[src/ic3x3_pkg.sv]
// ----------------------------------------------------------------------------
// ic3x3_pkg: shared types and constants of the 3x3 image convolution block
// Register map, fixed field widths and reset values of the configuration.
// ----------------------------------------------------------------------------
package ic3x3_pkg;

    // configuration port
    localparam int CFG_IDX_W    = 3;
    localparam int CFG_DATA_W   = 24;

    // configuration register widths
    localparam int WIDTH_REG_W  = 11;
    localparam int HEIGHT_REG_W = 13;
    localparam int KERN_REG_W   = 24;

    // result tag widths
    localparam int ROW_W        = 12;
    localparam int OUT_COL_W    = 10;

    // frame and kernel geometry
    localparam int MAX_HEIGHT   = 4096;
    localparam int KSIZE        = 3;
    localparam int WIN_TAPS     = KSIZE * KSIZE;
    localparam int DIVISOR      = 9;

    // reset values of the configuration registers
    localparam logic [WIDTH_REG_W-1:0]  RST_WIDTH  = 11'd1024;
    localparam logic [HEIGHT_REG_W-1:0] RST_HEIGHT = 13'd1024;
    localparam logic [KERN_REG_W-1:0]   RST_KERNEL = 24'h010101;

    typedef enum logic [CFG_IDX_W-1:0] {
        CFG_IMAGE_WIDTH   = 3'd0,
        CFG_IMAGE_HEIGHT  = 3'd1,
        CFG_KERNEL_TOP    = 3'd2,
        CFG_KERNEL_MIDDLE = 3'd3,
        CFG_KERNEL_BOTTOM = 3'd4
    } t_cfg_reg;

endpackage

[src/ic3x3_mac.sv]
// ----------------------------------------------------------------------------
// ic3x3_mac: 3x3 multiply-accumulate
// Nine signed products in one register stage, their sum in the next.
// ----------------------------------------------------------------------------
module ic3x3_mac #(
    parameter int PIXEL_BITS = 16,
    parameter int COEF_BITS  = 8
) (
    input  logic                                                   i_clk,
    input  logic                                                   i_en,
    input  logic [ic3x3_pkg::WIN_TAPS-1:0][PIXEL_BITS-1:0]         i_win,
    input  logic [ic3x3_pkg::KSIZE-1:0][ic3x3_pkg::KERN_REG_W-1:0] i_kern,
    output logic signed [PIXEL_BITS+COEF_BITS+2:0]                 o_sum
);

    localparam int PW  = PIXEL_BITS + COEF_BITS;
    localparam int SW  = PW + 3;
    localparam int KXW = (ic3x3_pkg::KSIZE * COEF_BITS > ic3x3_pkg::KERN_REG_W) ?
                         ic3x3_pkg::KSIZE * COEF_BITS : ic3x3_pkg::KERN_REG_W;

    logic [KXW-1:0]          kx     [ic3x3_pkg::KSIZE];
    logic signed [PW-1:0]    n_prod [ic3x3_pkg::WIN_TAPS];
    logic signed [PW-1:0]    r_prod [ic3x3_pkg::WIN_TAPS];
    logic signed [SW-1:0]    n_sum;
    logic signed [SW-1:0]    r_sum;

    // kernel rows, zero padded when the coefficients overrun the register
    always_comb begin
        for (int m = 0; m < ic3x3_pkg::KSIZE; m++) begin
            kx[m] = KXW'(i_kern[m]);
        end
    end

    // tap n*3+m is window column n (oldest first), kernel row m
    always_comb begin
        for (int n = 0; n < ic3x3_pkg::KSIZE; n++) begin
            for (int m = 0; m < ic3x3_pkg::KSIZE; m++) begin
                n_prod[n*ic3x3_pkg::KSIZE+m] =
                    $signed(i_win[n*ic3x3_pkg::KSIZE+m]) *
                    $signed(kx[m][COEF_BITS*n +: COEF_BITS]);
            end
        end
    end

    // balanced adder tree
    assign n_sum = ((SW'(r_prod[0]) + SW'(r_prod[1])) + (SW'(r_prod[2]) + SW'(r_prod[3])))
                 + ((SW'(r_prod[4]) + SW'(r_prod[5])) + (SW'(r_prod[6]) + SW'(r_prod[7])))
                 + SW'(r_prod[8]);

    always_ff @(posedge i_clk) begin
        if (i_en) begin
            r_prod <= n_prod;
            r_sum  <= n_sum;
        end
    end

    assign o_sum = r_sum;

endmodule

[config.mk]
export PLATFORM = sky130hd
export DESIGN_NAME = ic3x3_mac
export DESIGN_NICKNAME = d
export VERILOG_FILES = /design/src/ic3x3_pkg.sv /design/src/ic3x3_mac.sv
export SDC_FILE = /design/constraint.sdc
export NUM_CORES = 2
export LEC_CHECK = 0
export ABC_CLOCK_PERIOD_IN_PS = 4800
export BUFFER_PORTS_ARGS = -buffer_cell sky130_fd_sc_hd__buf_2
export CAP_MARGIN = 0
export CORE_MARGIN = 5
export CORE_UTILIZATION = 50
export CTS_CLUSTER_SIZE = 8
export DETAILED_ROUTE_END_ITERATION = 16
export PLACE_DENSITY = 0.7
export SYNTH_ARGS = -nofsm -noshare
export SYNTH_HDL_FRONTEND = slang
export SYNTH_SLANG_ARGS = --single-unit
[constraint.sdc]
create_clock -name i_clk -period 4.8 [get_ports i_clk]
set_clock_uncertainty 0.2 [all_clocks]
set_input_delay 0.24 -clock i_clk [delete_from_list [all_inputs] [get_ports i_clk]]
set_output_delay 0.24 -clock i_clk [all_outputs]
set_load 0.01 [all_outputs]
==> flow_summary_export.csv <==
group,metric,value,unit
route,via_count,39546,
critical_path,crit_path_end_kind,"flip-flop",
route,drt_pass1_iterations,5,
worst_hold_path,hold_class,"in -> reg",
run_status,outcome,"finished with violations",
logic_synthesis,async_flop_share,0,%
route,dr.first_iter.drc_count,1864,
placed_design,place_congestion,0.9025,
cells_and_area,nFillCells,9037,
logic_synthesis,synth_enable_flop_cells,243,
critical_path,cp_max_fo,3,
worst_hold_path,hold_depth,1,
route,wire_per_inst,16.71,microns
clock_tree,h-tree-depth,2,
grt,grt_antenna_before_repair,3,
logic_synthesis,syn-instance-count,5580,
timing,fin_crit_sh,100.9,%
critical_path,max_stage_delay,630,ps
worst_hold_path,min_from,"i_en",
timing,final.setup.worst_slack,-43.50,ps
run,maxCapViolCount,0,
floorplan,die_h,339.0,microns
route,drc,0,
cells_and_area,nets,8081,
floorplan,die_area,114900,sq um
timing,hold_violations,3,
timing,fmax,0.2065,GHz
timing,worst_pin_slew,754.0,ps
floorplan,row_count,120,
critical_path,critPathLaunch,"r_prod[150]",
timing,grt_setup_unrepaired,"yes",
cells_and_area,final_cell_area,62280,sq um
critical_path,rr_endpoint,"o_sum[25]",
placed_design,port_buffers,244,
logic_synthesis,synth_seq_area_share,13.48,%
clock_tree,clock_path_buffers,3,
grt,globalRoute.totalOverflow,0,
critical_path,cpMostUsedCell,"fa_1",
floorplan,die-width,339.0,microns
cells_and_area,drive_above_1_share,14.12,%
floorplan,core-area,107400,sq um
timing,setup_viol,6,
critical_path,timing.critical_path.from_type,"flip-flop",
logic_synthesis,ys_types,75,
clock_tree,cts_inserted_buffers,36,
placed_design,placed_area,61140,sq um
logic_synthesis,synth_top_area_share,40.57,%
clock_tree,tritoncts,"done",
critical_path,critPathTopFamily,"adder cells",
critical_path,cp.arrival,4920,ps
floorplan,ios,245,
clock_tree,clk_latency,530,ps
route,ant_nets,0,
logic_synthesis,syn_nets,7327,
logic_synthesis,yosysWarnings,0,
critical_path,crit_chain,"fa_2 > fa_1 > fa_1 > inv_1 > fa_1 > inv_1 > ha_1 > a21oi_2 > o21ai_2 > o311a_1 > o31ai_2 > buf_4 > nand2_4 > o311a_1",
critical_path,crit_slowest_cell,"fa_2",
logic_synthesis,synth-main-ff-cell,"edfxtp_1",
grt,grt_first_pass_wirelength,216.9,mm
logic_synthesis,ys_ff_latch,243,
floorplan,start_util,50.43,%
timing,relSlewSlack,49.73,%
logic_synthesis,netlist_area,54130,sq um
run_status,violations,"hold timing, setup timing",
critical_path,crit_required,4870,ps
clock_tree,root_buffer,"clkbuf_16",
placed_design,detailed_place_hpwl,113.9,mm
critical_path,r2r_slack,-40,ps
route,wirelength,129.3,mm
worst_hold_path,hold_end,"r_prod[189]",
clock_tree,cts.sinks,243,
critical_path,cp_num_buf_inv,3,
placed_design,preCtsSetupSlack,-319.0,ps
logic_synthesis,yosys-top-cells-area,"fa_1 41%, edfxtp_1 13%, ha_1 10%, inv_1 9.9%, and2_1 9.4%",
critical_path,reg2reg_from,"r_prod[150]",
grt,grt_pass1_vias,43363,
cells_and_area,synthToLayoutAreaGrowth,15.06,%
timing,slew_violations,0,
timing,fin_crit,4843,ps
grt,grt_max_degree,133,
route,via_per_inst,5.108,
critical_path,r2r_cells,14,
timing,fin_worst_hold_slack,-4.172,ps
logic_synthesis,syn-mean-instance-area,9.701,sq um
clock_tree,path_clk_slew,50,ps
cells_and_area,fin_util,58.02,%
logic_synthesis,yosysTopAreaCell,"fa_1",
critical_path,path_depth,14,
grt,grtUsageTotal,23.11,%
critical_path,critical_path_class,"reg -> reg",
-- cells by family (layout without fill, tap and decap cells) --
logic type | count (synthesis) | in the layout | share of synthesized area (%)
fa+ha+maj | 1529 | 1529 | 50.55
mux | 4 | 4 | 0.07627
flops | 243 | 243 | 13.48
buf+inv | 1513 | 2270 | 10.51
xor+xnor | 198 | 198 | 3.204
other cells | 0 | 2 | 0
simple gates | 1556 | 1556 | 15.50
compound gates | 537 | 537 | 6.675
-- area by class of cell --
| class | count | area (sq um) | share of cell area [%] |
|---|---|---|---|
| multi-input combinational | 3824 | 41290 | 66.29 |
| sequential | 243 | 7297 | 11.72 |
| timing repair buffer | 806 | 5620 | 9.024 |
| inverter | 1423 | 5341 | 8.576 |
| tap | 1403 | 1755 | 2.818 |
| clock buffer | 38 | 929.6 | 1.493 |
| clock inverter | 3 | 47.55 | 0.07634 |
| antenna | 2 | 5.005 | 0.008036 |
-- placed cells by master (no fill, tap or decap), drive strengths merged, types with 10 or more instances in the layout --
master   count
fa        1097
a31oi       30
inv       1425
nor2       209
edfxtp     243
nor3        41
and2       814
a2111oi     19
ha         432
a211oi      30
buf        806
o31a        11
o21a        28
xnor2      147
o211ai      17
o21bai      10
nand3       32
clkbuf      38
o21ai       90
and3        25
nand2b      44
nand2      309
nand4       15
o311ai      23
nor2b       25
a21oi      144
xor2        51
a21o        69
-- synthesized netlist by cell type (5+ instances only) --
| cell | number |
|---|---|
| inv_1 | 1423 |
| fa_1 | 1097 |
| and2_1 | 813 |
| ha_1 | 432 |
| nand2_1 | 309 |
| edfxtp_1 | 243 |
| nor2_1 | 209 |
| xnor2_1 | 147 |
| a21oi_1 | 144 |
| o21ai_0 | 89 |
| clkbuf_1 | 80 |
| a21o_1 | 68 |
| xor2_1 | 51 |
| nand2b_1 | 44 |
| nor3_1 | 41 |
| nand3_1 | 32 |
| a31oi_1 | 30 |
| a211oi_1 | 29 |
| o21a_1 | 28 |
| and3_1 | 25 |
| nor2b_1 | 25 |
| o311ai_0 | 20 |
| o211ai_1 | 17 |
| nand4_1 | 15 |
| a2111oi_0 | 14 |
| o21bai_1 | 10 |
| o31a_1 | 10 |
| buf_1 | 8 |
| nor4_1 | 8 |
| a211o_1 | 7 |
| o31ai_1 | 7 |
| a21boi_0 | 6 |
| a311oi_1 | 6 |
| o2111ai_1 | 6 |
| or3_1 | 6 |
| a221o_1 | 5 |
| o211a_1 | 5 |
| or4_1 | 5 |
-- flip-flops by register name, indices dropped and copies added (netlist names) --
| signal | cells |
|---|---|
| r_prod | 216 |
| o_sum | 27 |
-- how the worst max path moves through the flow --
stage	end	slack [ps]
after floorplan	r_prod[165]	-50
after global placement	r_prod[140]	-250
after detailed placement	r_prod[140]	-320
after CTS	o_sum[25]	-130
after global routing	o_sum[25]	-180
final	o_sum[25]	-40
-- repair_timing --
item / in CTS / in global routing
hold buffers: 0 / 0
setup endpoints to repair: 12 / 14
gates resized for setup: 15 / 27
pin swaps: 9 / 18
setup buffers: 2 / 0
-- per-stage QoR --
stage | setup TNS, ps | std cells
floorplan | -50.25 | 5580
global placement | -6288 | 7697
detailed placement | -8046 | 7697
CTS | -430.4 | 7740
global route | -1123 | 7740
finish | -95.92 | 7742
-- worst register-to-register path: cells and delay by family, from the launching register on --
family	cells	cell delay (ps)
simple gates	1	60
buf+inv	3	300
compound gates	5	1170
flops	1	440
fa+ha+maj	5	2440
-- metal layers --
layer | up-vias | share of wire (%) | global-route usage (%)
li1 | 18536 | - | -
met1 | 19935 | 39 | 28.36
met2 | 859 | 52 | 42.07
met3 | 214 | 5.2 | 3.598
met4 | 2 | 3.6 | 6.949
met5 | - | 0.0070 | 0
Power is not shown: default switching activity piles up to over one toggle a cycle in this logic, so the estimate is an artifact.
