### config.mk
export PLATFORM = sky130hd
export DESIGN_NAME = ic3x3_div9
export DESIGN_NICKNAME = d
export VERILOG_FILES = /design/src/ic3x3_pkg.sv /design/src/ic3x3_div9.sv
export SDC_FILE = /design/constraint.sdc
export NUM_CORES = 1
export LEC_CHECK = 0
export BUFFER_PORTS_ARGS = -buffer_cell sky130_fd_sc_hd__buf_2
export CORE_MARGIN = 2
export CORE_UTILIZATION = 40
export CTS_CLUSTER_DIAMETER = 120
export DETAILED_ROUTE_END_ITERATION = 6
export HOLD_SLACK_MARGIN = 0.15
export PLACE_DENSITY = 0.58
export SYNTH_ARGS = -nofsm -noshare
export SYNTH_HDL_FRONTEND = slang
export SYNTH_SLANG_ARGS = --single-unit
### constraint.sdc
create_clock -name i_clk -period 17.6 [get_ports i_clk]
set_input_delay 1.76 -clock i_clk [delete_from_list [all_inputs] [get_ports i_clk]]
set_output_delay 1.76 -clock i_clk [all_outputs]
set_load 0.01 [all_outputs]
### src/ic3x3_pkg.sv
// ----------------------------------------------------------------------------
// ic3x3_pkg: shared types and constants of the 3x3 image convolution block
// Register map, fixed field widths and reset values of the configuration.
// ----------------------------------------------------------------------------
package ic3x3_pkg;

    // configuration port
    localparam int CFG_IDX_W    = 3;
    localparam int CFG_DATA_W   = 24;

    // configuration register widths
    localparam int WIDTH_REG_W  = 11;
    localparam int HEIGHT_REG_W = 13;
    localparam int KERN_REG_W   = 24;

    // result tag widths
    localparam int ROW_W        = 12;
    localparam int OUT_COL_W    = 10;

    // frame and kernel geometry
    localparam int MAX_HEIGHT   = 4096;
    localparam int KSIZE        = 3;
    localparam int WIN_TAPS     = KSIZE * KSIZE;
    localparam int DIVISOR      = 9;

    // reset values of the configuration registers
    localparam logic [WIDTH_REG_W-1:0]  RST_WIDTH  = 11'd1024;
    localparam logic [HEIGHT_REG_W-1:0] RST_HEIGHT = 13'd1024;
    localparam logic [KERN_REG_W-1:0]   RST_KERNEL = 24'h010101;

    typedef enum logic [CFG_IDX_W-1:0] {
        CFG_IMAGE_WIDTH   = 3'd0,
        CFG_IMAGE_HEIGHT  = 3'd1,
        CFG_KERNEL_TOP    = 3'd2,
        CFG_KERNEL_MIDDLE = 3'd3,
        CFG_KERNEL_BOTTOM = 3'd4
    } t_cfg_reg;

endpackage

### src/ic3x3_div9.sv
// ----------------------------------------------------------------------------
// ic3x3_div9: divide by nine toward zero and saturate
// Reciprocal multiply in the first stage, one-step correction and clamp in the second.
// ----------------------------------------------------------------------------
module ic3x3_div9 #(
    parameter int PIXEL_BITS = 16,
    parameter int COEF_BITS  = 8
) (
    input  logic                                 i_clk,
    input  logic                                 i_en,
    input  logic signed [PIXEL_BITS+COEF_BITS+2:0] i_sum,
    output logic signed [PIXEL_BITS-1:0]         o_value
);

    localparam int SW = PIXEL_BITS + COEF_BITS + 3;
    localparam int XW = PIXEL_BITS + 4;
    localparam int QW = XW - 3;

    // magnitudes above this saturate anyway
    localparam longint XMAX_L  = longint'(ic3x3_pkg::DIVISOR) * (longint'(1) << PIXEL_BITS) - 1;
    localparam longint RECIP_L = (longint'(1) << XW) / ic3x3_pkg::DIVISOR;
    localparam longint POS_L   = (longint'(1) << (PIXEL_BITS - 1)) - 1;

    localparam logic [SW-1:0] XMAX     = SW'(XMAX_L);
    localparam logic [QW-1:0] RECIP    = QW'(RECIP_L);
    localparam logic [QW-1:0] POS_MAX  = QW'(POS_L);
    localparam logic [QW-1:0] NEG_MAG  = QW'(POS_L + 1);

    logic [SW-1:0]          mag;
    logic [XW-1:0]          x;
    logic [XW+QW-1:0]       prod;
    logic [QW-1:0]          r_q0;
    logic [XW-1:0]          r_x;
    logic                   r_neg;
    logic [XW-1:0]          rem;
    logic [QW-1:0]          q;
    logic [QW-1:0]          nq;
    logic [PIXEL_BITS-1:0]  n_value;
    logic [PIXEL_BITS-1:0]  r_value;

    always_comb begin
        mag  = i_sum[SW-1] ? (~$unsigned(i_sum)) + SW'(1) : $unsigned(i_sum);
        x    = (mag > XMAX) ? XW'(XMAX) : mag[XW-1:0];
        prod = {QW'(0), x} * {XW'(0), RECIP};
    end

    always_ff @(posedge i_clk) begin
        if (i_en) begin
            r_q0  <= prod[XW+QW-1:XW];
            r_x   <= x;
            r_neg <= i_sum[SW-1];
        end
    end

    // the reciprocal estimate is low by at most one
    always_comb begin
        rem = r_x - XW'(r_q0) * XW'(ic3x3_pkg::DIVISOR);
        q   = r_q0 + QW'(rem >= XW'(ic3x3_pkg::DIVISOR));
        nq  = ~q + QW'(1);
        if (!r_neg) begin
            n_value = (q > POS_MAX) ? {1'b0, {(PIXEL_BITS-1){1'b1}}} : q[PIXEL_BITS-1:0];
        end else begin
            n_value = (q > NEG_MAG) ? {1'b1, {(PIXEL_BITS-1){1'b0}}} : nq[PIXEL_BITS-1:0];
        end
    end

    always_ff @(posedge i_clk) begin
        if (i_en) begin
            r_value <= n_value;
        end
    end

    assign o_value = $signed(r_value);

endmodule

==> results of run 1 <==
[worst max-delay path, delay by kind of cell]
family	cells	cell delay, ns
compound gates	7	2.34
fa+ha+maj	7	3.11
simple gates	10	2.54
buf+inv	3	0.25
mux	1	0.29
[sequential cells by signal, indices dropped and copies added (netlist names)]
| signal | cells |
|---|---|
| r_x | 20 |
| o_value | 16 |
| r_q0 | 17 |
| r_neg | 1 |
[cells in the final DEF (no fill, tap or decap), types with 8 or more instances in the layout]
| cell | instances |
|---|---|
| nor4_1 | 10 |
| o21ai_0 | 42 |
| ha_1 | 159 |
| mux2i_1 | 8 |
| a21oi_1 | 34 |
| nand2_1 | 57 |
| nor2_1 | 51 |
| inv_1 | 165 |
| buf_2 | 44 |
| a211oi_1 | 8 |
| o31ai_1 | 14 |
| and2_1 | 18 |
| nand3_1 | 21 |
| xor2_1 | 38 |
| fa_1 | 88 |
| xnor2_1 | 31 |
| nor2b_1 | 9 |
| nor3_1 | 24 |
| or3_1 | 8 |
| a21o_1 | 11 |
| edfxtp_1 | 54 |
[power breakdown]
group | switching (mW) | internal, mW | leakage (nW)
sequential | 0.0665 | 0.196 | 0.535
combinational | 0.705 | 0.549 | 3.74
clock | 0.0456 | 0.0672 | 0.0818
total | 0.817 | 0.812 | 4.36
[final timing paths]
check | startpoint | end | slack, ns
worst max-delay path | i_sum[4] | r_q0[7] | 7.33
worst min-delay path | r_q0[8] | o_value[8] | 1.04
worst max register to register | r_q0[6] | o_value[5] | 10.60
worst min register to register | r_q0[8] | o_value[8] | 1.04
[per-stage QoR]
stage / hold slack (ns) / area (sq um) / std cells / total power [mW]
after floorplan: 0.750 / 9320 / 994 / 1.24
after global placement: 1.01 / 9840 / 1331 / 1.51
after detailed placement: 1.02 / 9840 / 1331 / 1.51
after CTS: 1.03 / 10000 / 1339 / 1.63
after global routing: 1.09 / 10000 / 1339 / 1.82
final: 1.04 / 10000 / 1339 / 1.63
[cell families (layout without fill, tap and decap cells)]
| group | count (synthesis) | after routing | share of synthesized area [%] |
|---|---|---|---|
| adder cells (fa/ha/maj) | 247 | 247 | 40.2 |
| flip-flops | 54 | 54 | 17.4 |
| AO/OA/AOI/OAI | 172 | 172 | 12.3 |
| XOR/XNOR | 69 | 69 | 6.48 |
| multiplexers | 11 | 11 | 1.22 |
| AND/OR/NAND/NOR | 255 | 255 | 14.6 |
| buffers and inverters | 186 | 218 | 7.78 |
[cell type report]
cell class / count / share of cell area (%)
multi-input combinational: 754 / 69.7
sequential: 54 / 16.2
inverter: 165 / 6.19
tap: 313 / 3.91
timing repair buffer: 45 / 2.28
clock buffer: 5 / 1.25
clock inverter: 3 / 0.425
[routing by layer]
metal / up-vias / track usage, % / wire length, um
met5: - / 0 / 0
met4: 0 / 4.11 / 395
met3: 18 / 0.969 / 489
met2: 122 / 30.4 / 9930
met1: 3312 / 24.6 / 10100
li1: 3513 / - / -
==> summary.md, run 1 <==
| Metric | Value |
|---|---|
| Final period utilization | 58.4% |
| Critical path class | in2reg |
| Worst-margin pin slew | 1.03 ns |
| Commonest cells post-synth | inv_1 (165), ha_1 (159), fa_1 (88) |
| R2R depth | 21 |
| Sink Count | 54 |
| CTS root buffer | clkbuf_16 |
| # hold bufs at CTS | 0 |
| Status | finished, final reports clean |
| CP Max Fanout | 37 |
| Grt ovf | 0 |
| Slew margin rel. | 31.6% |
| Layout Utilization | 43.9% |
| GRT Overall Usage | 17.7% |
| H-tree levels | 2 |
| Post-CTS Setup Bufs | 0 |
| Critical path startpoint category | input port |
| First drt pass iteration count | 4 |
| Ratio of cells with drive above 1 in the final layout | 7.41% |
| Max-Cap Viols | 0 |
| Via density | 5.20 |
| Die Wd | 157 um |
| Antenna-violating nets left | 0 |
| Fillers | 2232 |
| Port bufs | 44 |
| Area growth, synth to finish | 7.30% |
| FF+latch count, synth | 54 |
| Post-route DRC | 0 |
| Worst EP required | 17.64 ns |
| Worst-Skew Late Latency | 0.29 ns |
| DPL Wire Length | 18200 um |
| Max clock buf depth | 2 |
| Final setup skew | 0.00462 ns |
| First-pass GRT wire length | 34400 um |
| RSZ-0062 raised after global routing | false |
| Worst Hold Class | reg2reg |
| Netlist cell types | 72 |
| Syn Std Cell Area | 9320 sq um |
| # rows | 55 |
| Die area | 24500 sq um |
| Min Tclk post-route | 10.27 ns |
| FMAX | 97.4 MHz |
| Setup Viol. Count Final | 0 |
| ANT cells | 0 |
| GPL Wtd Cong | 0.868 |
| Final setup TNS | 0 ns |
| Clock transition at the registers of the reported paths | 0.07 ns |
| Area occupied by registers | 1620 sq um |
| Async S/R FF share, synth | 0% |
| Cell count after synthesis | 994 |
| CTS tree | yes |
| Top-Level Pins | 45 |
| EDFF count, synth | 54 |
| Yosys warns | 0 |
| Multi-input logic area | 6980 sq um |
| Register area share after synthesis | 17.4% |
| Starting Density | 40.9% |
| Largest net degree at the start of global routing | 55 |
| Max-slew violations | 0 |
| Worst Setup End Kind | register |
| Syn Nets | 1270 |
| Power per cell area | 163 nW/um^2 |
| Worst path max stage delay | 0.86 ns |
| Most used cell, CP | fa_1 |
| Crit path max-delay cell type | o21a_1 |
| Num CTS Buffers | 5 |
| Initial antenna violation count | 0 |
| Syn_area_per_cell | 9.38 sq um |
| Setup WS post-layout | 7.33 ns |
| Core area | 22800 sq um |
| CP arrival | 10.31 ns |
| Fin nets | 1301 |
| DP Worst Slack | 6.94 ns |
| Cts repair resizes | 0 |
| Final WL | 21000 um |
| Final Hold Vio Count | 0 |
| Worst IR drop on VDD | 0.000103 V |
| WL per Instance | 15.6 um |
| Hold-critical path depth | 2 |
| Most frequent cell after synthesis | inv_1 |
| Area contributors post-synth | ha_1 (21%), fa_1 (19%), edfxtp_1 (17%), inv_1 (6.6%), xor2_1 (3.6%) |
| Vias | 6965 |
| Ys flop type | edfxtp_1 |
| LEAKAGE | 4.36 nW |
| Initial DRC count | 281 |
| Vias in the first global route | 6779 |
| Largest area contributor in the netlist | ha_1 |
| Synth top area share | 21.3% |
| DIE HEIGHT | 157 um |
(Power assumes the default switching activity.)
==> run 2: changes to the inputs <==
--- a/config.mk
+++ b/config.mk
@@ -11,7 +11,7 @@
 export CTS_CLUSTER_DIAMETER = 120
 export DETAILED_ROUTE_END_ITERATION = 6
 export HOLD_SLACK_MARGIN = 0.15
-export PLACE_DENSITY = 0.58
+export PLACE_DENSITY = 0.6
 export SYNTH_ARGS = -nofsm -noshare
 export SYNTH_HDL_FRONTEND = slang
 export SYNTH_SLANG_ARGS = --single-unit
==> constraint.sdc (replaced) <==
create_clock -name i_clk -period 9.1 [get_ports i_clk]
set_input_delay 0.91 -clock i_clk [delete_from_list [all_inputs] [get_ports i_clk]]
set_output_delay 0.91 -clock i_clk [all_outputs]
set_load 0.01 [all_outputs]
==> summary.md, run 2 (same netlist as run 1, synthesis figures left out) <==
| Metric | Value |
|---|---|
| Setup WS post-layout | 0.587 ns (-6.74 ns) |
| RSZ-0062 raised after global routing | false |
| Sink Count | 54 (unchanged) |
| Via density | 5.10 (-1.9%) |
| Gate power share | 78.0% (+1.0 points) |
| Post-route DRC | 0 (unchanged) |
| Final setup skew | 0.00967 ns (+0.00505 ns) |
| Worst Setup End Kind | register |
| # rows | 55 (unchanged) |
| Die Wd | 157 um (unchanged) |
| First drt pass iteration count | 4 (unchanged) |
| Setup Viol. Count Final | 0 (unchanged) |
| GR peak layer | met2 |
| CP arrival | 8.55 ns (-1.76 ns) |
| CTS root buffer | clkbuf_16 |
| Switching Power | 1.58 mW (+93%) |
| Max-Cap Viols | 0 (unchanged) |
| LEAKAGE | 4.38 nW (+0.47%) |
| Max clock buf depth | 2 (unchanged) |
| Status | finished, final reports clean |
| Vias in the first global route | 6705 (-1.1%) |
| Critical path class | in2reg |
| Non-filler cells, final | 1344 (+0.37%) |
| ANT cells | 0 (unchanged) |
| Core area | 22800 sq um (unchanged) |
| Area growth, synth to finish | 7.49% |
| Clock power frac | 5.9% (-1.0 points) |
| CP Max Fanout | 19 (-49%) |
| DP Worst Slack | 0.0568 ns (-6.88 ns) |
| Largest net degree at the start of global routing | 55 (unchanged) |
| M3 GR Usage | 1.50% (+0.53 points) |
| Placed cell area | 9880 sq um (+0.46%) |
| Critical path startpoint category | input port |
| Min Tclk post-route | 8.51 ns |
| FMAX | 117 MHz |
| Post-route cell area | 10000 sq um (+0.17%) |
| Worst Hold Class | reg2reg |
| DIE HEIGHT | 157 um (unchanged) |
| Die area | 24500 sq um (unchanged) |
| Antenna-violating nets left | 0 (unchanged) |
| WL per Instance | 15.0 um (-3.9%) |
| Area occupied by registers | 1620 sq um (unchanged) |
| First-pass GRT wire length | 33400 um (-2.9%) |
| Fillers | 2257 (+1.1%) |
| DPL Wire Length | 17600 um (-3.0%) |
| Fin nets | 1307 (+0.46%) |
| Initial antenna violation count | 0 (unchanged) |
| Num CTS Buffers | 5 (unchanged) |
| Worst-margin pin slew | 0.709 ns (-0.316 ns) |
| Final WL | 20200 um (-3.5%) |
| Worst EP required | 9.14 ns (-8.50 ns) |
| Final period utilization | 93.6% |
| H-tree levels | 2 (unchanged) |
| Most common cell after layout, fill and taps aside | inv_1 |
| Initial DRC count | 226 (-20%) |
| Multi-input logic area | 6980 sq um (about the same) |
| Fraction of power spent switching nets | 50.5% (+0.35 points) |
| GRT Overall Usage | 17.1% (-0.60 points) |
| Clock transition at the registers of the reported paths | 0.07 ns (about the same) |
| Final Hold Vio Count | 0 (unchanged) |
| Most frequent cells in the layout | inv_1 (165), ha_1 (159), fa_1 (88), nand2_1 (57), edfxtp_1 (54) |
| Worst-Skew Late Latency | 0.30 ns (about the same) |
| Max FFs per register | 20 (unchanged) |
| Placed instance count | 1337 (+0.45%) |
| Sequential share of power | 16.1% (about the same) |
| Met1 global-route usage | 23.2% (-1.4 points) |
| Reg with most FFs | r_x |
| Final setup TNS | 0 ns (unchanged) |
| Vias | 6856 (-1.6%) |
| GPL Wtd Cong | 0.899 (+3.6%) |
| Grt met2 use | 30.0% (-0.34 points) |
| Pint | 1.54 mW (+90%) |
| Slew margin rel. | 52.7% (+21 points) |
| Worst IR drop on VDD | 0.000167 V (+63%) |
| CTS tree | yes |
| Max-slew violations | 0 (unchanged) |
| Starting Density | 40.9% (unchanged) |
| Top-Level Pins | 45 (unchanged) |
| Port bufs | 44 (unchanged) |
| Grt ovf | 0 (unchanged) |
| Power per cell area | 311 nW/um^2 (+91%) |
| Ratio of cells with drive above 1 in the final layout | 8.05% (+0.64 points) |
run 2: area by class of cell:
class | instances | share of cell area, %
multi-input cells | 754 | 69.6
repair buffers | 51 | 2.72
inverters | 165 | 6.18
flip-flops and latches | 54 | 16.2
well taps | 313 | 3.91
clock inverters | 2 | 0.137
clock buffers | 5 | 1.25
run 2: worst max-delay path, stage by stage:
cell and delay (ns):
buf_2 0.12, or4_1 0.62, nor3_4 0.24, nand4b_1 0.20, mux2_2 0.27, a32oi_1 0.10, nor4_2 0.38, o21a_2 0.36
buf_4 0.26, nand2_1 0.14, fa_1 0.51, ha_1 0.38, inv_1 0.08, fa_1 0.50, inv_1 0.05, fa_1 0.50
fa_1 0.58, fa_1 0.44, ha_1 0.31, nand4_1 0.08, a211o_1 0.27, a211oi_1 0.27, nor3_1 0.16, nor3b_1 0.23
o31a_1 0.20, nor4_1 0.06, a311o_1 0.32
run 2: repair_timing:
action                     4_1_cts  5_1_grt
setup endpoints to repair        0        3
hold buffers                     0        0
gates resized for setup          0        1
setup buffers                    0        0
run 2: power groups by stage:
| stage | registers [mW] | clock network [mW] | logic, mW |
|---|---|---|---|
| after global placement | 0.510 | 0 | 2.39 |
| after detailed placement | 0.510 | 0 | 2.41 |
| after CTS | 0.505 | 0.193 | 2.43 |
| after floorplan | 0.443 | 0 | 1.95 |
| final | 0.502 | 0.185 | 2.43 |
| after global routing | 0.517 | 0.199 | 2.80 |
run 2: path summary, 6_finish.rpt:
check / from / end / slack (ns) / cells after the start
min: r_q0[8] / o_value[8] / 1.02 / 2
min reg2reg: r_q0[8] / o_value[8] / 1.02 / 2
max reg2reg: r_q0[6] / o_value[5] / 2.06 / 21
max: i_sum[10] / r_q0[7] / 0.59 / 27
run 2: metal layers:
layer  vias up  wire (um)
met5         -          0
met4         0        167
met3        12        436
met2        92       9690
met1      3238       9920
li1       3514          -
run 2: per-stage QoR:
| stage | hold WS, ns | util [%] | power (mW) |
|---|---|---|---|
| global route | 1.09 | 44.0 | 3.51 |
| finish | 1.02 | 44.0 | 3.12 |
| detailed placement | 1.02 | 43.4 | 2.92 |
| CTS | 1.03 | 44.0 | 3.13 |
| floorplan | 0.750 | - | 2.39 |
| global placement | 1.02 | 43.4 | 2.90 |
